File: config.mk
export PLATFORM = sky130hd
export DESIGN_NAME = dhd_fifo
export DESIGN_NICKNAME = d
export VERILOG_FILES = /design/src/rtl/core/dhd_pkg.sv /design/src/rtl/core/dhd_fifo.sv
export SDC_FILE = /design/constraint.sdc
export NUM_CORES = 1
export LEC_CHECK = 0
export ABC_AREA = 1
export ABC_CLOCK_PERIOD_IN_PS = 11400
export BUFFER_PORTS_ARGS = -buffer_cell sky130_fd_sc_hd__buf_2
export CAP_MARGIN = 20
export CORE_UTILIZATION = 52
export CTS_BUF_LIST = sky130_fd_sc_hd__clkbuf_8 sky130_fd_sc_hd__clkbuf_16
export DETAILED_ROUTE_END_ITERATION = 12
export PLACE_DENSITY = 0.79
export SYNTH_ARGS = -nofsm -noshare
export SYNTH_HDL_FRONTEND = slang
export SYNTH_SLANG_ARGS = --single-unit
File: constraint.sdc
create_clock -name clk_i -period 11.4 [get_ports clk_i]
set_input_delay 0.57 -clock clk_i [delete_from_list [all_inputs] [get_ports clk_i]]
set_output_delay 0.57 -clock clk_i [all_outputs]
set_load 0.01 [all_outputs]
File: src/rtl/core/dhd_pkg.sv
// detection head decode: shared widths, register codes and payload structs
// no dependencies; imported by every module of the block
`timescale 1ns / 1ps

package dhd_pkg;

  // defaults for the top level parameters
  localparam int unsigned FracBitsDef   = 16;
  localparam int unsigned MaxClassesDef = 255;

  // fixed field widths
  localparam int unsigned ValW    = 32;
  localparam int unsigned ClsW    = 8;
  localparam int unsigned ConfW   = 31;
  localparam int unsigned ThrW    = 17;
  localparam int unsigned ScaleW  = 31;
  localparam int unsigned IdxW    = 9;
  localparam int unsigned CfgIdxW = 3;

  // back end arithmetic widths
  localparam int unsigned DiffW = ValW + 2;
  localparam int unsigned MagW  = ValW + 1;
  localparam int unsigned LoW   = 17;
  localparam int unsigned HiW   = MagW - LoW;
  localparam int unsigned PpLoW = LoW + ScaleW;
  localparam int unsigned PpHiW = HiW + ScaleW;
  localparam int unsigned ProdW = 2 * ValW + 1;

  // queue between front and back
  localparam int unsigned QDepth = 2;
  localparam int unsigned QPtrW  = (QDepth > 1) ? $clog2(QDepth) : 1;
  localparam int unsigned QCntW  = $clog2(QDepth + 1);

  // number of box elements ahead of the class scores
  localparam logic [IdxW-1:0] BoxCount = IdxW'(4);

  // register indexes
  localparam logic [CfgIdxW-1:0] CFG_CLASS_COUNT     = 3'd0;
  localparam logic [CfgIdxW-1:0] CFG_SCORE_THRESHOLD = 3'd1;
  localparam logic [CfgIdxW-1:0] CFG_PAD_LEFT        = 3'd2;
  localparam logic [CfgIdxW-1:0] CFG_PAD_TOP         = 3'd3;
  localparam logic [CfgIdxW-1:0] CFG_INVERSE_SCALE   = 3'd4;

  // register reset values
  localparam logic [ClsW-1:0]   ClassCountRst = 8'd80;
  localparam logic [ThrW-1:0]   ThresholdRst  = 17'd16384;
  localparam logic [ValW-1:0]   PadRst        = '0;
  localparam logic [ScaleW-1:0] InvScaleRst   = 31'd65536;

  typedef struct packed {
    logic [ClsW-1:0]   class_count;
    logic [ThrW-1:0]   score_threshold;
    logic [ValW-1:0]   pad_left;
    logic [ValW-1:0]   pad_top;
    logic [ScaleW-1:0] inverse_scale;
  } cfg_t;

  // one kept candidate, handed from front to back
  typedef struct packed {
    logic [ClsW-1:0]  class_id;
    logic [ConfW-1:0] confidence;
    logic [ValW-1:0]  cx;
    logic [ValW-1:0]  cy;
    logic [ValW-1:0]  w;
    logic [ValW-1:0]  h;
  } job_t;

  typedef struct packed {
    logic             full;
    logic             empty;
    logic [QCntW-1:0] count;
  } fifo_stat_t;

  typedef struct packed {
    logic            push;
    logic [IdxW-1:0] idx;
  } front_stat_t;

endpackage

File: src/rtl/core/dhd_fifo.sv
// detection head decode request queue between front and back end
// depends on dhd_pkg; small register queue of job_t requests
`timescale 1ns / 1ps

module dhd_fifo import dhd_pkg::*; (
  input  logic       clk_i,
  input  logic       rst_ni,
  input  logic       push_i,
  input  job_t       job_i,
  input  logic       pop_i,
  output logic       valid_o,
  output job_t       job_o,
  output fifo_stat_t stat_o
);

  job_t              mem_q [QDepth];
  logic [QPtrW-1:0]  wptr_q, wptr_d;
  logic [QPtrW-1:0]  rptr_q, rptr_d;
  logic [QCntW-1:0]  count_q, count_d;

  // pointer and fill count update
  always_comb begin
    wptr_d  = wptr_q;
    rptr_d  = rptr_q;
    count_d = count_q;
    if (push_i) begin
      wptr_d = (wptr_q == QPtrW'(QDepth - 1)) ? '0 : wptr_q + QPtrW'(1);
    end
    if (pop_i) begin
      rptr_d = (rptr_q == QPtrW'(QDepth - 1)) ? '0 : rptr_q + QPtrW'(1);
    end
    if (push_i && !pop_i) begin
      count_d = count_q + QCntW'(1);
    end else if (pop_i && !push_i) begin
      count_d = count_q - QCntW'(1);
    end
  end

  always_ff @(posedge clk_i or negedge rst_ni) begin
    if (!rst_ni) begin
      wptr_q  <= '0;
      rptr_q  <= '0;
      count_q <= '0;
    end else begin
      wptr_q  <= wptr_d;
      rptr_q  <= rptr_d;
      count_q <= count_d;
    end
  end

  // storage
  always_ff @(posedge clk_i) begin
    if (push_i) begin
      mem_q[wptr_q] <= job_i;
    end
  end

  assign valid_o      = count_q != '0;
  assign job_o        = mem_q[rptr_q];
  assign stat_o.full  = count_q == QCntW'(QDepth);
  assign stat_o.empty = count_q == '0;
  assign stat_o.count = count_q;

endmodule

# After elaboration in Yosys (flattened, before gate mapping)
# Memory sizes are Yosys's and may differ from the RTL's.
# Cells that the tools add are included.
[op_classes]
n_addsub = 4
n_eq_ne = 1
n_mux = 6
reduce_logical = 7
[op_table]
columns = ["op", "n"]
rows = [
  ["$mux 1", 4],
  ["$mux 2", 2],
  ["$reduce_bool 2->1", 2],
  ["$add 1x1->1 const B", 2],
  ["$add 2x1->2 const B", 1],
  ["$eq 2x2->1 const B", 1],
  ["$logic_and 1x1->1", 2],
  ["$logic_not 1->1", 2],
  ["$logic_not 2->1", 1],
  ["$sub 2x1->2 const B", 1],
]
[totals]
ff_bits = 4
ramBits = 334
input_bits = 171
output_inout_bits = 172
n_memories = 1
[mem_list]
columns = ["memory", "depth", "word_bits", "read_ports", "rd_ports_with_merged_regs", "wr", "line", "rtl"]
rows = [
  ["mem_q", 2, 167, 1, 0, 1, "dhd_fifo.sv:16", "job_t mem_q [QDepth];"],
]

# Logic depth before layout (Yosys ltp)
[logic_depth]
word_depth = 4
depth_mapped = 7

# Least setup slack after synthesis
# No wires, ideal clock.
[synth_timing]
kind = "input port to flip-flop"
start = "in push_i"
end = "mem mem_q[0][0] in the netlist's numbering, enable pin"
t_arrival_ns = 7.591
required_time_ns = 10.699
slack_ns = 3.108
stages = 2
n_path_buf = 0
path_cell_list = "inv_1 nor2_1"
[synth_via]
elab_chain_len = 2
[synth_rtl]
columns = ["element", "line", "rtl"]
rows = [
  ["start, declared", "dhd_fifo.sv:8", "input logic push_i,"],
  ["$mux 1", "dhd_fifo.sv:53", "if (push_i) begin"],
  ["$mux 1 (not written as such)", "dhd_fifo.sv:54", "mem_q[wptr_q] <= job_i;"],
  ["end, declared", "dhd_fifo.sv:16", ""],
]
# Every way passes these cells.

==> run metrics <==
slew at the pin closest to its max-slew limit 1020 ps; largest net degree at the start of global routing 94; overall via count from detail_route 6274; Final Hold Vio Count 0; Final setup violation count 0; full die area 0.0250 sq mm; Critical Path AT 3130 ps; proportion of layout cells with a drive suffix above 1 0.605; startpoint of the lowest-slack hold path job_i[77]; overall overflow remaining after global route 0; R2R Setup Slk 8840 ps; Setup crit end kind primary output; global-route wire length before repair between 30 and 40 mm; share of power burned in the clock network 0.259; CTS tree built; Period minus WS final 3700 ps; Worst Slack Setup Final 7700 ps; syn avg cell area approximately 23 sq um; area grow syn2layout 23.8%; setup slack at placement between 8000 and 9000 ps; Top delay family on crit path flip-flops; detailed router's first-iteration violation count 369; gate count of the mapped netlist roughly 550; CP Max Fanout 66; # rows 56; worst ir drop on vdd 318 uV; height of the chip 158 um; via count of the first global-routing pass 6454; post-synthesis sequential area ratio 0.798; type of the tightest min-delay check in2reg; worst slew margin relative to its limit 0.318; placer's final routability congestion estimate 0.785; WP data required 10830 ps; initial standard-cell utilization of the core 0.536; power share of the combinational group 0.290; Clock Sink Count about 340; aggregate routed wire length 23.9 mm; max frequency roughly 0.27 GHz; critical path cell sequence buf_4 -> mux2_2 -> buf_2; end of the worst register-to-register path mem_q[1][95]; final clock period utilization by the worst path 0.325; DR DRC count 0; RSZ-0062 raised after global routing false; worst setup skew after layout 15.1 ps; total power consumption of the routed design slightly below 0.004 W; clock root buffer sky130_fd_sc_hd__clkbuf_16; number of antenna violations at the first check in global routing 2; Crit Reg-Reg Startpoint wptr_q; CTS H-tree depth 2; start-to-end type of the worst setup path reg2out; cell internal power dissipation roughly 0.0028 W; startpoint types register; commonest cells after routing, fill and taps aside sky130_fd_sc_hd__buf_2 (342), sky130_fd_sc_hd__edfxtp_1 (334), sky130_fd_sc_hd__mux2_4 (101); net count after synthesis 718; mapped cell area between 0.01 and 0.015 sq mm; number of buffers created by CTS 36; number of iterations in the first detailed-routing pass 4; Finished Core Util 0.663; sequential share of power 0.451; standard cell area after detailed placement 0.0147 sq mm; Switching Power 0.00110 W; placed wire-length estimate 16.0 mm; number of max-slew violations in the final report 0; largest incremental delay on the critical path 1060 ps; post-DR vias/cell about 5; worst min-delay path endpoint mem_q[1][77]; layout net count 1085; number of filler cells placed in the layout 1656; most common library cell in the layout ignoring fill and taps sky130_fd_sc_hd__buf_2; number of I/O port buffers about 340; number of buffers and inverters on the critical path 2; leakage power 6.25 nW; chip width between 150 and 200 um; switching fraction of total power 0.282; quantity of gates resized following cts 0; R2R depth 3; total I/O pin count 343; Slowest cell on crit path sky130_fd_sc_hd__dfrtp_4; Sum Neg Setup Slack 0 ps; placeable core area 0.0237 sq mm; Clock transition at path regs approximately 60 ps; number of synthesis warnings 0; Skew-Pair Late Insertion Delay around 490 ps; Antenna Violating Nets Remaining 0; hold-critical path depth 1; count of max-cap constraint violations 0; power per unit of standard cell area 249 mW/mm^2; count of cell types in the netlist 14; wire length per cell 19.0 um; run status finished, final reports clean; buffer levels on the longest clock path 3; synthesis-stage register bit count 338; Design Area, Final 0.0157 sq mm; total global-route track usage 0.184
## routing by layer
metal	part of all wire	GRT usage
met1	0.38	0.209
met2	0.52	0.326
met3	0.078	0.0553
met4	0.024	0.0705
met5	0.00046	0
## sequential cells by signal, indices dropped and copies added (netlist names)
name,count
mem_q,334
rptr_q,1
count_q,2
wptr_q,1
## through the flow
step           hold slack, ps  std cells
2_1_floorplan             274        546
3_3_place_gp              378       1193
3_5_place_dp              382       1193
4_1_cts                   235       1252
5_1_grt                   237       1253
6_report                  258       1254
## synth_stat cells
master / n / share of area
sky130_fd_sc_hd__edfxtp_1: 334 / 0.79
sky130_fd_sc_hd__xor2_1: 2 / 0.0014
sky130_fd_sc_hd__buf_2: 4 / 0.0016
sky130_fd_sc_hd__inv_1: 8 / 0.0024
sky130_fd_sc_hd__nand4_1: 1 / 0.00049
sky130_fd_sc_hd__mux2_4: 101 / 0.12
sky130_fd_sc_hd__mux2_2: 66 / 0.059
sky130_fd_sc_hd__nand3_1: 1 / 0.00039
sky130_fd_sc_hd__buf_6: 15 / 0.013
sky130_fd_sc_hd__dfrtp_1: 4 / 0.0079
sky130_fd_sc_hd__nor2_1: 3 / 0.00089
sky130_fd_sc_hd__ha_1: 1 / 0.00099
sky130_fd_sc_hd__xnor2_1: 1 / 0.00069
sky130_fd_sc_hd__nand2_1: 5 / 0.0015
## repair_timing
action                    in CTS  in global routing
hold buffers                   1                  0
buffers inserted               0                  0
hold endpoints to repair       4                  0
## worst max-delay path by stage
| stage | startpoint | end | slack (ps) | depth (start not counted) |
|---|---|---|---|---|
| 2_1_floorplan | push_i | mem_q[0][0] | 3110 | 2 |
| 3_3_place_gp | rptr_q | job_o[6] | 8280 | 3 |
| 3_5_place_dp | rptr_q | job_o[146] | 8200 | 3 |
| 4_1_cts | rptr_q | job_o[149] | 7660 | 3 |
| 5_1_grt | rptr_q | job_o[166] | 7570 | 3 |
| 6_report | rptr_q | job_o[153] | 7700 | 3 |
## power groups by stage
stage	Combinational, W	Clock [W]	Sequential, W
2_1_floorplan	0.000836	0	0.00177
3_3_place_gp	0.00113	0	0.00178
3_5_place_dp	0.00115	0	0.00179
4_1_cts	0.00115	0.00104	0.00177
5_1_grt	0.00122	0.00108	0.00179
6_report	0.00113	0.00101	0.00177
## layout make-up
class	count	area, sq um	share of cell area
sequential	338	10100	0.645
multi-input combinational	181	2350	0.149
timing repair buffer	348	1760	0.112
clock buffer	37	926	0.0589
tap	319	399	0.0254
clock inverter	21	103	0.00653
inverter	8	35.0	0.00223
antenna	2	5.00	0.000319
## kinds of logic after synthesis
logic type / after synthesis / synth area share
and+or+nand+nor: 10 / 0.00325
adders and majority gates: 1 / 0.000986
xor gates and xnor gates: 3 / 0.00207
muxes: 167 / 0.178
DFF: 338 / 0.798
buffers and inverters: 27 / 0.0173
No activity file was read; power rests on OpenSTA's default activity.
