<file path="config.mk">
export PLATFORM = sky130hd
export DESIGN_NAME = dhd_front
export DESIGN_NICKNAME = d
export VERILOG_FILES = /design/src/rtl/core/dhd_pkg.sv /design/src/rtl/core/dhd_front.sv
export SDC_FILE = /design/constraint.sdc
export NUM_CORES = 1
export LEC_CHECK = 0
export ABC_AREA = 1
export BUFFER_PORTS_ARGS = -buffer_cell sky130_fd_sc_hd__buf_4
export CAP_MARGIN = 15
export CORE_UTILIZATION = 50
export DETAILED_ROUTE_END_ITERATION = 16
export PLACE_DENSITY = 0.8
export REMOVE_ABC_BUFFERS = 1
export SYNTH_ARGS = -nofsm -noshare
export SYNTH_HDL_FRONTEND = slang
export SYNTH_SLANG_ARGS = --single-unit
</file>
<file path="constraint.sdc">
create_clock -name clk_i -period 7.3 [get_ports clk_i]
set_clock_uncertainty 0.05 [all_clocks]
set_input_delay 1.095 -clock clk_i [delete_from_list [all_inputs] [get_ports clk_i]]
set_output_delay 1.095 -clock clk_i [all_outputs]
set_load 0.02 [all_outputs]
</file>
<file path="src/rtl/core/dhd_pkg.sv">
// detection head decode: shared widths, register codes and payload structs
// no dependencies; imported by every module of the block
`timescale 1ns / 1ps

package dhd_pkg;

  // defaults for the top level parameters
  localparam int unsigned FracBitsDef   = 16;
  localparam int unsigned MaxClassesDef = 255;

  // fixed field widths
  localparam int unsigned ValW    = 32;
  localparam int unsigned ClsW    = 8;
  localparam int unsigned ConfW   = 31;
  localparam int unsigned ThrW    = 17;
  localparam int unsigned ScaleW  = 31;
  localparam int unsigned IdxW    = 9;
  localparam int unsigned CfgIdxW = 3;

  // back end arithmetic widths
  localparam int unsigned DiffW = ValW + 2;
  localparam int unsigned MagW  = ValW + 1;
  localparam int unsigned LoW   = 17;
  localparam int unsigned HiW   = MagW - LoW;
  localparam int unsigned PpLoW = LoW + ScaleW;
  localparam int unsigned PpHiW = HiW + ScaleW;
  localparam int unsigned ProdW = 2 * ValW + 1;

  // queue between front and back
  localparam int unsigned QDepth = 2;
  localparam int unsigned QPtrW  = (QDepth > 1) ? $clog2(QDepth) : 1;
  localparam int unsigned QCntW  = $clog2(QDepth + 1);

  // number of box elements ahead of the class scores
  localparam logic [IdxW-1:0] BoxCount = IdxW'(4);

  // register indexes
  localparam logic [CfgIdxW-1:0] CFG_CLASS_COUNT     = 3'd0;
  localparam logic [CfgIdxW-1:0] CFG_SCORE_THRESHOLD = 3'd1;
  localparam logic [CfgIdxW-1:0] CFG_PAD_LEFT        = 3'd2;
  localparam logic [CfgIdxW-1:0] CFG_PAD_TOP         = 3'd3;
  localparam logic [CfgIdxW-1:0] CFG_INVERSE_SCALE   = 3'd4;

  // register reset values
  localparam logic [ClsW-1:0]   ClassCountRst = 8'd80;
  localparam logic [ThrW-1:0]   ThresholdRst  = 17'd16384;
  localparam logic [ValW-1:0]   PadRst        = '0;
  localparam logic [ScaleW-1:0] InvScaleRst   = 31'd65536;

  typedef struct packed {
    logic [ClsW-1:0]   class_count;
    logic [ThrW-1:0]   score_threshold;
    logic [ValW-1:0]   pad_left;
    logic [ValW-1:0]   pad_top;
    logic [ScaleW-1:0] inverse_scale;
  } cfg_t;

  // one kept candidate, handed from front to back
  typedef struct packed {
    logic [ClsW-1:0]  class_id;
    logic [ConfW-1:0] confidence;
    logic [ValW-1:0]  cx;
    logic [ValW-1:0]  cy;
    logic [ValW-1:0]  w;
    logic [ValW-1:0]  h;
  } job_t;

  typedef struct packed {
    logic             full;
    logic             empty;
    logic [QCntW-1:0] count;
  } fifo_stat_t;

  typedef struct packed {
    logic            push;
    logic [IdxW-1:0] idx;
  } front_stat_t;

endpackage

</file>
<file path="src/rtl/core/dhd_front.sv">
// detection head decode front end: element counter, box capture, running argmax
// depends on dhd_pkg; pushes kept candidates into the request queue
`timescale 1ns / 1ps

module dhd_front import dhd_pkg::*; #(
  parameter int unsigned MAX_CLASSES = MaxClassesDef
) (
  input  logic             clk_i,
  input  logic             rst_ni,
  input  cfg_t             cfg_i,
  input  logic             in_valid_i,
  output logic             in_ready_o,
  input  logic [ValW-1:0]  value_i,
  input  logic             q_full_i,
  output logic             push_o,
  output job_t             job_o,
  output front_stat_t      stat_o
);

  // largest class count that can take effect
  localparam logic [IdxW-1:0] MaxCnt =
    (MAX_CLASSES > 255) ? IdxW'(255) : IdxW'(MAX_CLASSES);

  logic [IdxW-1:0] idx_q, idx_d;
  logic [ValW-1:0] box_q [4];
  logic [ValW-1:0] best_score_q, best_score_d;
  logic [ClsW-1:0] best_class_q, best_class_d;
  logic            best_valid_q, best_valid_d;

  logic [IdxW-1:0] cnt_eff;
  logic [IdxW-1:0] score_idx;
  logic            is_box;
  logic            is_last;
  logic            better;
  logic [ValW-1:0] fin_score;
  logic [ClsW-1:0] fin_class;
  logic            fin_valid;
  logic            keep;
  logic            accept;

  // effective class count: zero counts as one, clamp to the build limit
  always_comb begin
    cnt_eff = (cfg_i.class_count == '0) ? IdxW'(1) : IdxW'(cfg_i.class_count);
    if (cnt_eff > MaxCnt) begin
      cnt_eff = MaxCnt;
    end
  end

  // classify the element and fold it into the argmax
  always_comb begin
    is_box    = idx_q < BoxCount;
    score_idx = idx_q - BoxCount;
    is_last   = !is_box && ({1'b0, score_idx} + 10'd1 >= {1'b0, cnt_eff});
    better    = $signed(value_i) > $signed(best_score_q);
    fin_score = better ? value_i : best_score_q;
    fin_class = better ? score_idx[ClsW-1:0] : best_class_q;
    fin_valid = better || best_valid_q;
    keep      = fin_valid &&
                ($signed({fin_score[ValW-1], fin_score}) >=
                 $signed({16'b0, cfg_i.score_threshold}));
  end

  assign in_ready_o = !q_full_i;
  assign accept     = in_valid_i && in_ready_o;
  assign push_o     = accept && is_last && keep;

  // next state of counter and argmax
  always_comb begin
    idx_d        = idx_q;
    best_score_d = best_score_q;
    best_class_d = best_class_q;
    best_valid_d = best_valid_q;
    if (accept) begin
      if (is_box) begin
        idx_d = idx_q + IdxW'(1);
      end else if (is_last) begin
        idx_d        = '0;
        best_score_d = '0;
        best_class_d = '0;
        best_valid_d = 1'b0;
      end else begin
        idx_d        = idx_q + IdxW'(1);
        best_score_d = fin_score;
        best_class_d = fin_class;
        best_valid_d = fin_valid;
      end
    end
  end

  always_ff @(posedge clk_i or negedge rst_ni) begin
    if (!rst_ni) begin
      idx_q        <= '0;
      best_score_q <= '0;
      best_class_q <= '0;
      best_valid_q <= 1'b0;
    end else begin
      idx_q        <= idx_d;
      best_score_q <= best_score_d;
      best_class_q <= best_class_d;
      best_valid_q <= best_valid_d;
    end
  end

  // box capture, no reset needed
  always_ff @(posedge clk_i) begin
    if (accept && is_box) begin
      box_q[idx_q[1:0]] <= value_i;
    end
  end

  // request for the back end
  always_comb begin
    job_o.class_id   = fin_class;
    job_o.confidence = fin_score[ConfW-1:0];
    job_o.cx         = box_q[0];
    job_o.cy         = box_q[1];
    job_o.w          = box_q[2];
    job_o.h          = box_q[3];
  end

  assign stat_o.push = push_o;
  assign stat_o.idx  = idx_q;

endmodule

</file>
Word-level counts from Yosys, hierarchy flattened
Memories as Yosys holds them, arrays and structs flattened.
Index checks and enable logic that the tools add are counted.
Operators by class
  add/sub/neg operators: 3
  magnitude comparators: 5
  muxes and demuxes: 11
  bitwise logic cells: 1
  reductions and logical operators: 11
Operator list (count)
  two-way mux 32 bit: 2
  >= comparator 32 x 18 -> 1 bit: 1
  > comparator 32 bit: 1
  two-way mux 8 bit: 4
  two-way mux 9 bit: 2
  adder 9 x 1 -> 10 bit (second input constant): 1
  >= comparator 10 x 9 -> 1 bit: 1
  adder 9 x 1 -> 9 bit (second input constant): 1
  less-than comparator 9 x 3 -> 1 bit (second input constant): 1
  subtractor 9 x 3 -> 9 bit (second input constant): 1
  > comparator 8 bit (second input constant): 1
  logical NOT 8 bit: 1
  logical AND 1 bit: 6
  two-way mux 1 bit: 3
  logical NOT 1 bit: 2
  AND reduction 2 bit: 1
  logical OR 1 bit: 1
  inverter 1 bit: 1
Storage, ports and cells
  bits in registers: 50
  memory bits (writable): 128
  output and inout port bits: 179
  word-level logic and storage cells: 36
  memories: 1
Memories
  box_q: words 4, bits a word 32, read ports 4, clocked after Yosys merged registers in 0, write ports 1, RTL line dhd_front.sv:25  | logic [ValW-1:0] box_q [4];

Longest topological paths before layout
  depth in word-level cells: 8
  gate-level depth with buffers: 32
  mapped depth without buffers: 29

Worst setup path before layout
No wires, ideal clock.
  kind: input to output
  start: input port value_i[31]
  end: output port stat_o[9] in the netlist's numbering
  arrival time: 4.279 ns
  data required time: 6.155 ns
  slack: 1.876 ns
  cell stages on the path: 21
  cell sequence: ha_1 a21oi_1 o21a_1 nand2_1 a21oi_2 nand3_2 nand3_4 buf_8 buf_6 nor2_1 a21oi_2 ha_1 nand2_1 o41ai_1 nand3_1 o2111ai_1 nand3_1 nand3_1 nor2_1 nor2_1 buf_4
RTL lines
  start: declaration: RTL line dhd_front.sv:13  | input logic [ValW-1:0] value_i,
  end: declaration: RTL line dhd_front.sv:17  | output front_stat_t stat_o

==> impl_metrics.csv <==
group,metric,value,unit
run_status,run_status,"finished, final reports clean",
die,initial_util,51.74,%
power,total_switching_power,1922,uW
timing,final.setup.worst_slack,1.163,ns
detailed_routing,finalWirelength,19380,um
place,placement.io_buffers,239,
timing,relSlewSlack,21.31,%
timing,rsz0062_at_grt,"false",
cells_and_area,postLayoutCellArea,10840,um^2
place,postPlaceCellArea,10270,um^2
detailed_routing,routed_vias,6045,
logic_synthesis,ys_warn_count,0,
clocking,ctsResizeCount,0,
clocking,clkSlewWorstSetupHoldPaths,0.07,ns
detailed_routing,drt_iter0_drc,364,
timing,finalMaxSlewViolations,0,
timing,hold_violations,0,
logic_synthesis,register_bit_count_reported_by_yosys,178,
timing,worstMarginPinSlew,1.178,ns
critical_path,critPathCaptureType,"primary output",
detailed_routing,route.detailed.wl_per_inst,16.12,um
logic_synthesis,synth.lib_cells_used.distinct,42,
clocking,clock-sinks,178,
critical_path,worstSetupStartpoint,"value_i[23]",
die,chipWidth,130.7,um
place,detailedPlace.worstSlack,1.131,ns
timing,maxClockFrequency,163.0,MHz
cells_and_area,n_antenna_cell,0,
die,die-area,17070,um^2
die,std_cell_rows,46,
timing,holdWs,0.4949,ns
power,vdd.ir_drop.worst,0.1929,mV
clocking,clock_path_buffers,2,
detailed_routing,remaining_drc_errors,0,
logic_synthesis,synthesis.instances,729,
logic_synthesis,avgSynthCellArea,11.36,um^2
logic_synthesis,postSynth.topFlopCell,"sky130_fd_sc_hd__edfxtp_1",
die,core_area,16000,um^2
place,dp.final_hpwl,13670,um
worst_hold_path,hp-class,"register to register",
clocking,cts_tree,"done",
run,maxCapViolCount,0,
global_routing,number_of_antenna_violations_at_the_first_check_in_global_routing,0,
power,combPwrFrac,50.5,%
clocking,clockRootBuffer,"sky130_fd_sc_hd__clkbuf_16",
logic_synthesis,seq_area_frac_synth,61.55,%
critical_path,critPathArrivalTime,4.99,ns
logic_synthesis,number_of_enable_type_register_cells_in_the_synthesized_netlist,128,
cells_and_area,post_route_cells_drive_above_1_share,31.85,%
global_routing,grt_pass1_vias,5737,
logic_synthesis,synth_area,8278,um^2
critical_path,critPathMaxStageDelay,0.53,ns
power,power.clock.fraction,19.6,%
die,die_y,130.7,um
critical_path,worst_r2r_startpoint,"idx_q[2]",
critical_path,timing.critical_path.from_type,"primary input",
global_routing,maximum_number_of_pins_on_one_net_before_global_route_repair,51,
detailed_routing,ant_nets,0,
global_routing,global_route_wire_length_before_repair,29340,um
detailed_routing,viasPerCell,5.029,
logic_synthesis,ys_async_sr_fraction,28.09,%
critical_path,crit_required,6.15,ns
timing,setup_tns,0,ns
clocking,postCtsSetupBuffers,0,
place,gp_routability_congestion,0.8238,
global_routing,globalRouteTotalUtil,23.09,%
critical_path,crit_fanout,33,
critical_path,timing.setup.critical_path_class,"primary input to primary output",
die,top_level_ports,335,
power,switching_share,43.10,%
critical_path,worst_path_max_delay_cell,"sky130_fd_sc_hd__o41ai_1",
power,power.static_leakage,0.004935,uW
clocking,post_cts_hold_buffer_count,0,
cells_and_area,final.fill_count,1229,
critical_path,worst_path_most_repeated_cell,"sky130_fd_sc_hd__nor2_1",
critical_path,critPathTopFamily,"simple AND/OR/NAND/NOR gates",
clocking,clock_latency,0.42,ns
cells_and_area,nets,1192,
clocking,cts_buffers,17,
power,seqPwrFrac,29.9,%
critical_path,critical_path.n_buffers_inverters,2,
global_routing,grt.overflow.total,0,
timing,period_share,84.06,%
worst_hold_path,hold_path_startpoint,"best_class_q[7]",
timing,finalSetupViolations,0,
power,intPower,2537,uW
power,powerDensity,411.4,nW/um^2
timing,fin_crit,6.137,ns
detailed_routing,firstDrtPassIters,4,
clocking,htree_levels,4,
critical_path,path_cells,"buf_4 > ha_1 > nand2_1 > nor2_1 > nand4_1 > nor2_4 > nand2_2 > nand3_2 > nand3_4 > nor2_1 > a21oi_2 > ha_1 > nand2_1 > o41ai_1 > nand3_1 > o2111ai_1 > nand3_1 > nand3_1 > nor2_1 > nor2_1 > buf_4",
cells_and_area,area_delta_synth_final,30.96,%
-- cells in the mapped netlist (2+ instances only) --
cell type / n / area (um^2)
sky130_fd_sc_hd__edfxtp_1: 128 / 3844
sky130_fd_sc_hd__inv_1: 126 / 473.0
sky130_fd_sc_hd__nand2_1: 116 / 435.4
sky130_fd_sc_hd__ha_1: 63 / 788.3
sky130_fd_sc_hd__dfrtp_1: 50 / 1251
sky130_fd_sc_hd__nor2_1: 47 / 176.4
sky130_fd_sc_hd__o21ai_0: 32 / 160.2
sky130_fd_sc_hd__a21oi_1: 25 / 125.1
sky130_fd_sc_hd__o22ai_1: 23 / 143.9
sky130_fd_sc_hd__a21oi_2: 17 / 148.9
sky130_fd_sc_hd__nand4_1: 13 / 81.33
sky130_fd_sc_hd__nand3_1: 12 / 60.06
sky130_fd_sc_hd__o21ai_1: 11 / 55.05
sky130_fd_sc_hd__xor2_1: 7 / 61.31
sky130_fd_sc_hd__buf_6: 6 / 67.56
sky130_fd_sc_hd__clkbuf_1: 6 / 22.52
sky130_fd_sc_hd__nor3_1: 5 / 25.02
sky130_fd_sc_hd__xnor2_1: 5 / 43.79
sky130_fd_sc_hd__nand2_2: 4 / 25.02
sky130_fd_sc_hd__nor3b_1: 3 / 22.52
sky130_fd_sc_hd__o21ai_2: 3 / 26.28
sky130_fd_sc_hd__buf_2: 2 / 10.01
sky130_fd_sc_hd__nand2_4: 2 / 22.52
sky130_fd_sc_hd__nand3_2: 2 / 20.02
sky130_fd_sc_hd__nor2_2: 2 / 12.51
sky130_fd_sc_hd__nor2_4: 2 / 22.52
sky130_fd_sc_hd__o21a_1: 2 / 15.01
-- logic make-up (layout without fill, tap and decap cells) --
group                      count (synthesis)  in the layout  share of synthesized area, %
AOI/OAI and AO/OA                        120            120                         8.827
buffers and inverters                    144            401                         7.315
adders and majority gates                 63             63                         9.522
DFF                                      178            178                         61.55
xor gates and xnor gates                  13             13                         1.466
and+or+nand+nor                          211            211                         11.32
-- per-stage QoR --
step / total power, uW / instances / util, %
after floorplan: 2788 / 713 / -
after global placement: 3543 / 1170 / 64.20
after detailed placement: 3606 / 1170 / 64.20
after CTS: 4493 / 1202 / 67.75
after global routing: 4769 / 1202 / 67.75
final: 4459 / 1202 / 67.75
-- placed cells by master, fill, tap and decap left out, types with 2 or more instances in the layout --
master,n
sky130_fd_sc_hd__nand2_1,116
sky130_fd_sc_hd__inv_8,5
sky130_fd_sc_hd__nand2_4,2
sky130_fd_sc_hd__o21ai_2,3
sky130_fd_sc_hd__a21oi_2,17
sky130_fd_sc_hd__nor2_1,42
sky130_fd_sc_hd__dfrtp_1,50
sky130_fd_sc_hd__xnor2_1,5
sky130_fd_sc_hd__inv_6,4
sky130_fd_sc_hd__nand3_1,12
sky130_fd_sc_hd__ha_1,63
sky130_fd_sc_hd__nand2_2,4
sky130_fd_sc_hd__nor3b_1,3
sky130_fd_sc_hd__buf_4,241
sky130_fd_sc_hd__xor2_1,7
sky130_fd_sc_hd__nor2_2,2
sky130_fd_sc_hd__edfxtp_1,128
sky130_fd_sc_hd__clkbuf_16,17
sky130_fd_sc_hd__o21a_1,2
sky130_fd_sc_hd__inv_1,126
sky130_fd_sc_hd__a21oi_1,25
sky130_fd_sc_hd__nor3_1,5
sky130_fd_sc_hd__nand4_1,13
sky130_fd_sc_hd__clkinv_4,3
sky130_fd_sc_hd__nand3_2,2
sky130_fd_sc_hd__o21ai_1,11
sky130_fd_sc_hd__nor2_4,7
sky130_fd_sc_hd__o21ai_0,32
sky130_fd_sc_hd__o22ai_1,23
-- final timing paths --
| check | endpoint | cells past startpoint | slack [ns] |
|---|---|---|---|
| hold reg to reg | best_class_q[7] | 2 | 0.49 |
| hold / removal | best_class_q[7] | 2 | 0.49 |
| setup reg to reg | best_score_q[3] | 14 | 3.91 |
| max in group asynchronous | best_score_q[13] | 1 | 6.06 |
| setup / recovery | stat_o[9] | 21 | 1.16 |
| min in group asynchronous | best_score_q[23] | 1 | 0.68 |
-- worst min-delay path, delay by kind of cell (launching register included) --
kind / cells / cell delay (ns)
compound gates: 1 / 0.08
buf+inv: 1 / 0.06
flops: 1 / 0.36
-- power by group through the flow --
stage	logic, uW	registers (uW)	clock network, uW
2_1_floorplan	1350	1440	0
3_3_place_gp	2190	1350	0
3_5_place_dp	2250	1360	0
4_1_cts	2270	1330	889
5_1_grt	2490	1350	923
6_report	2250	1330	874
-- layer usage --
metal	track usage, %	vias to the layer above	part of all wire [%]
met1	29.72	2809	42
met5	0	-	0
met3	5.334	25	7.8
met2	38.31	246	48
met4	8.316	0	1.9
li1	-	2965	-
-- layout make-up --
type                    count  area [um^2]  area share, %
inverters                 128        483.0          4.455
clock buffers              17        425.4          3.924
flip-flops and latches    178         5095          47.00
clock inverters            15        142.6          1.316
multi-input cells         407         2615          24.12
repair buffers            241         1809          16.69
well taps                 216        270.3          2.493
-- state kept, by name, indices dropped and copies added, names as in the netlist --
signal / cells
best_class_q: 8
best_score_q: 32
best_valid_q: 1
box_q: 128
idx_q: 9
No activity file was read; power rests on OpenSTA's default activity.
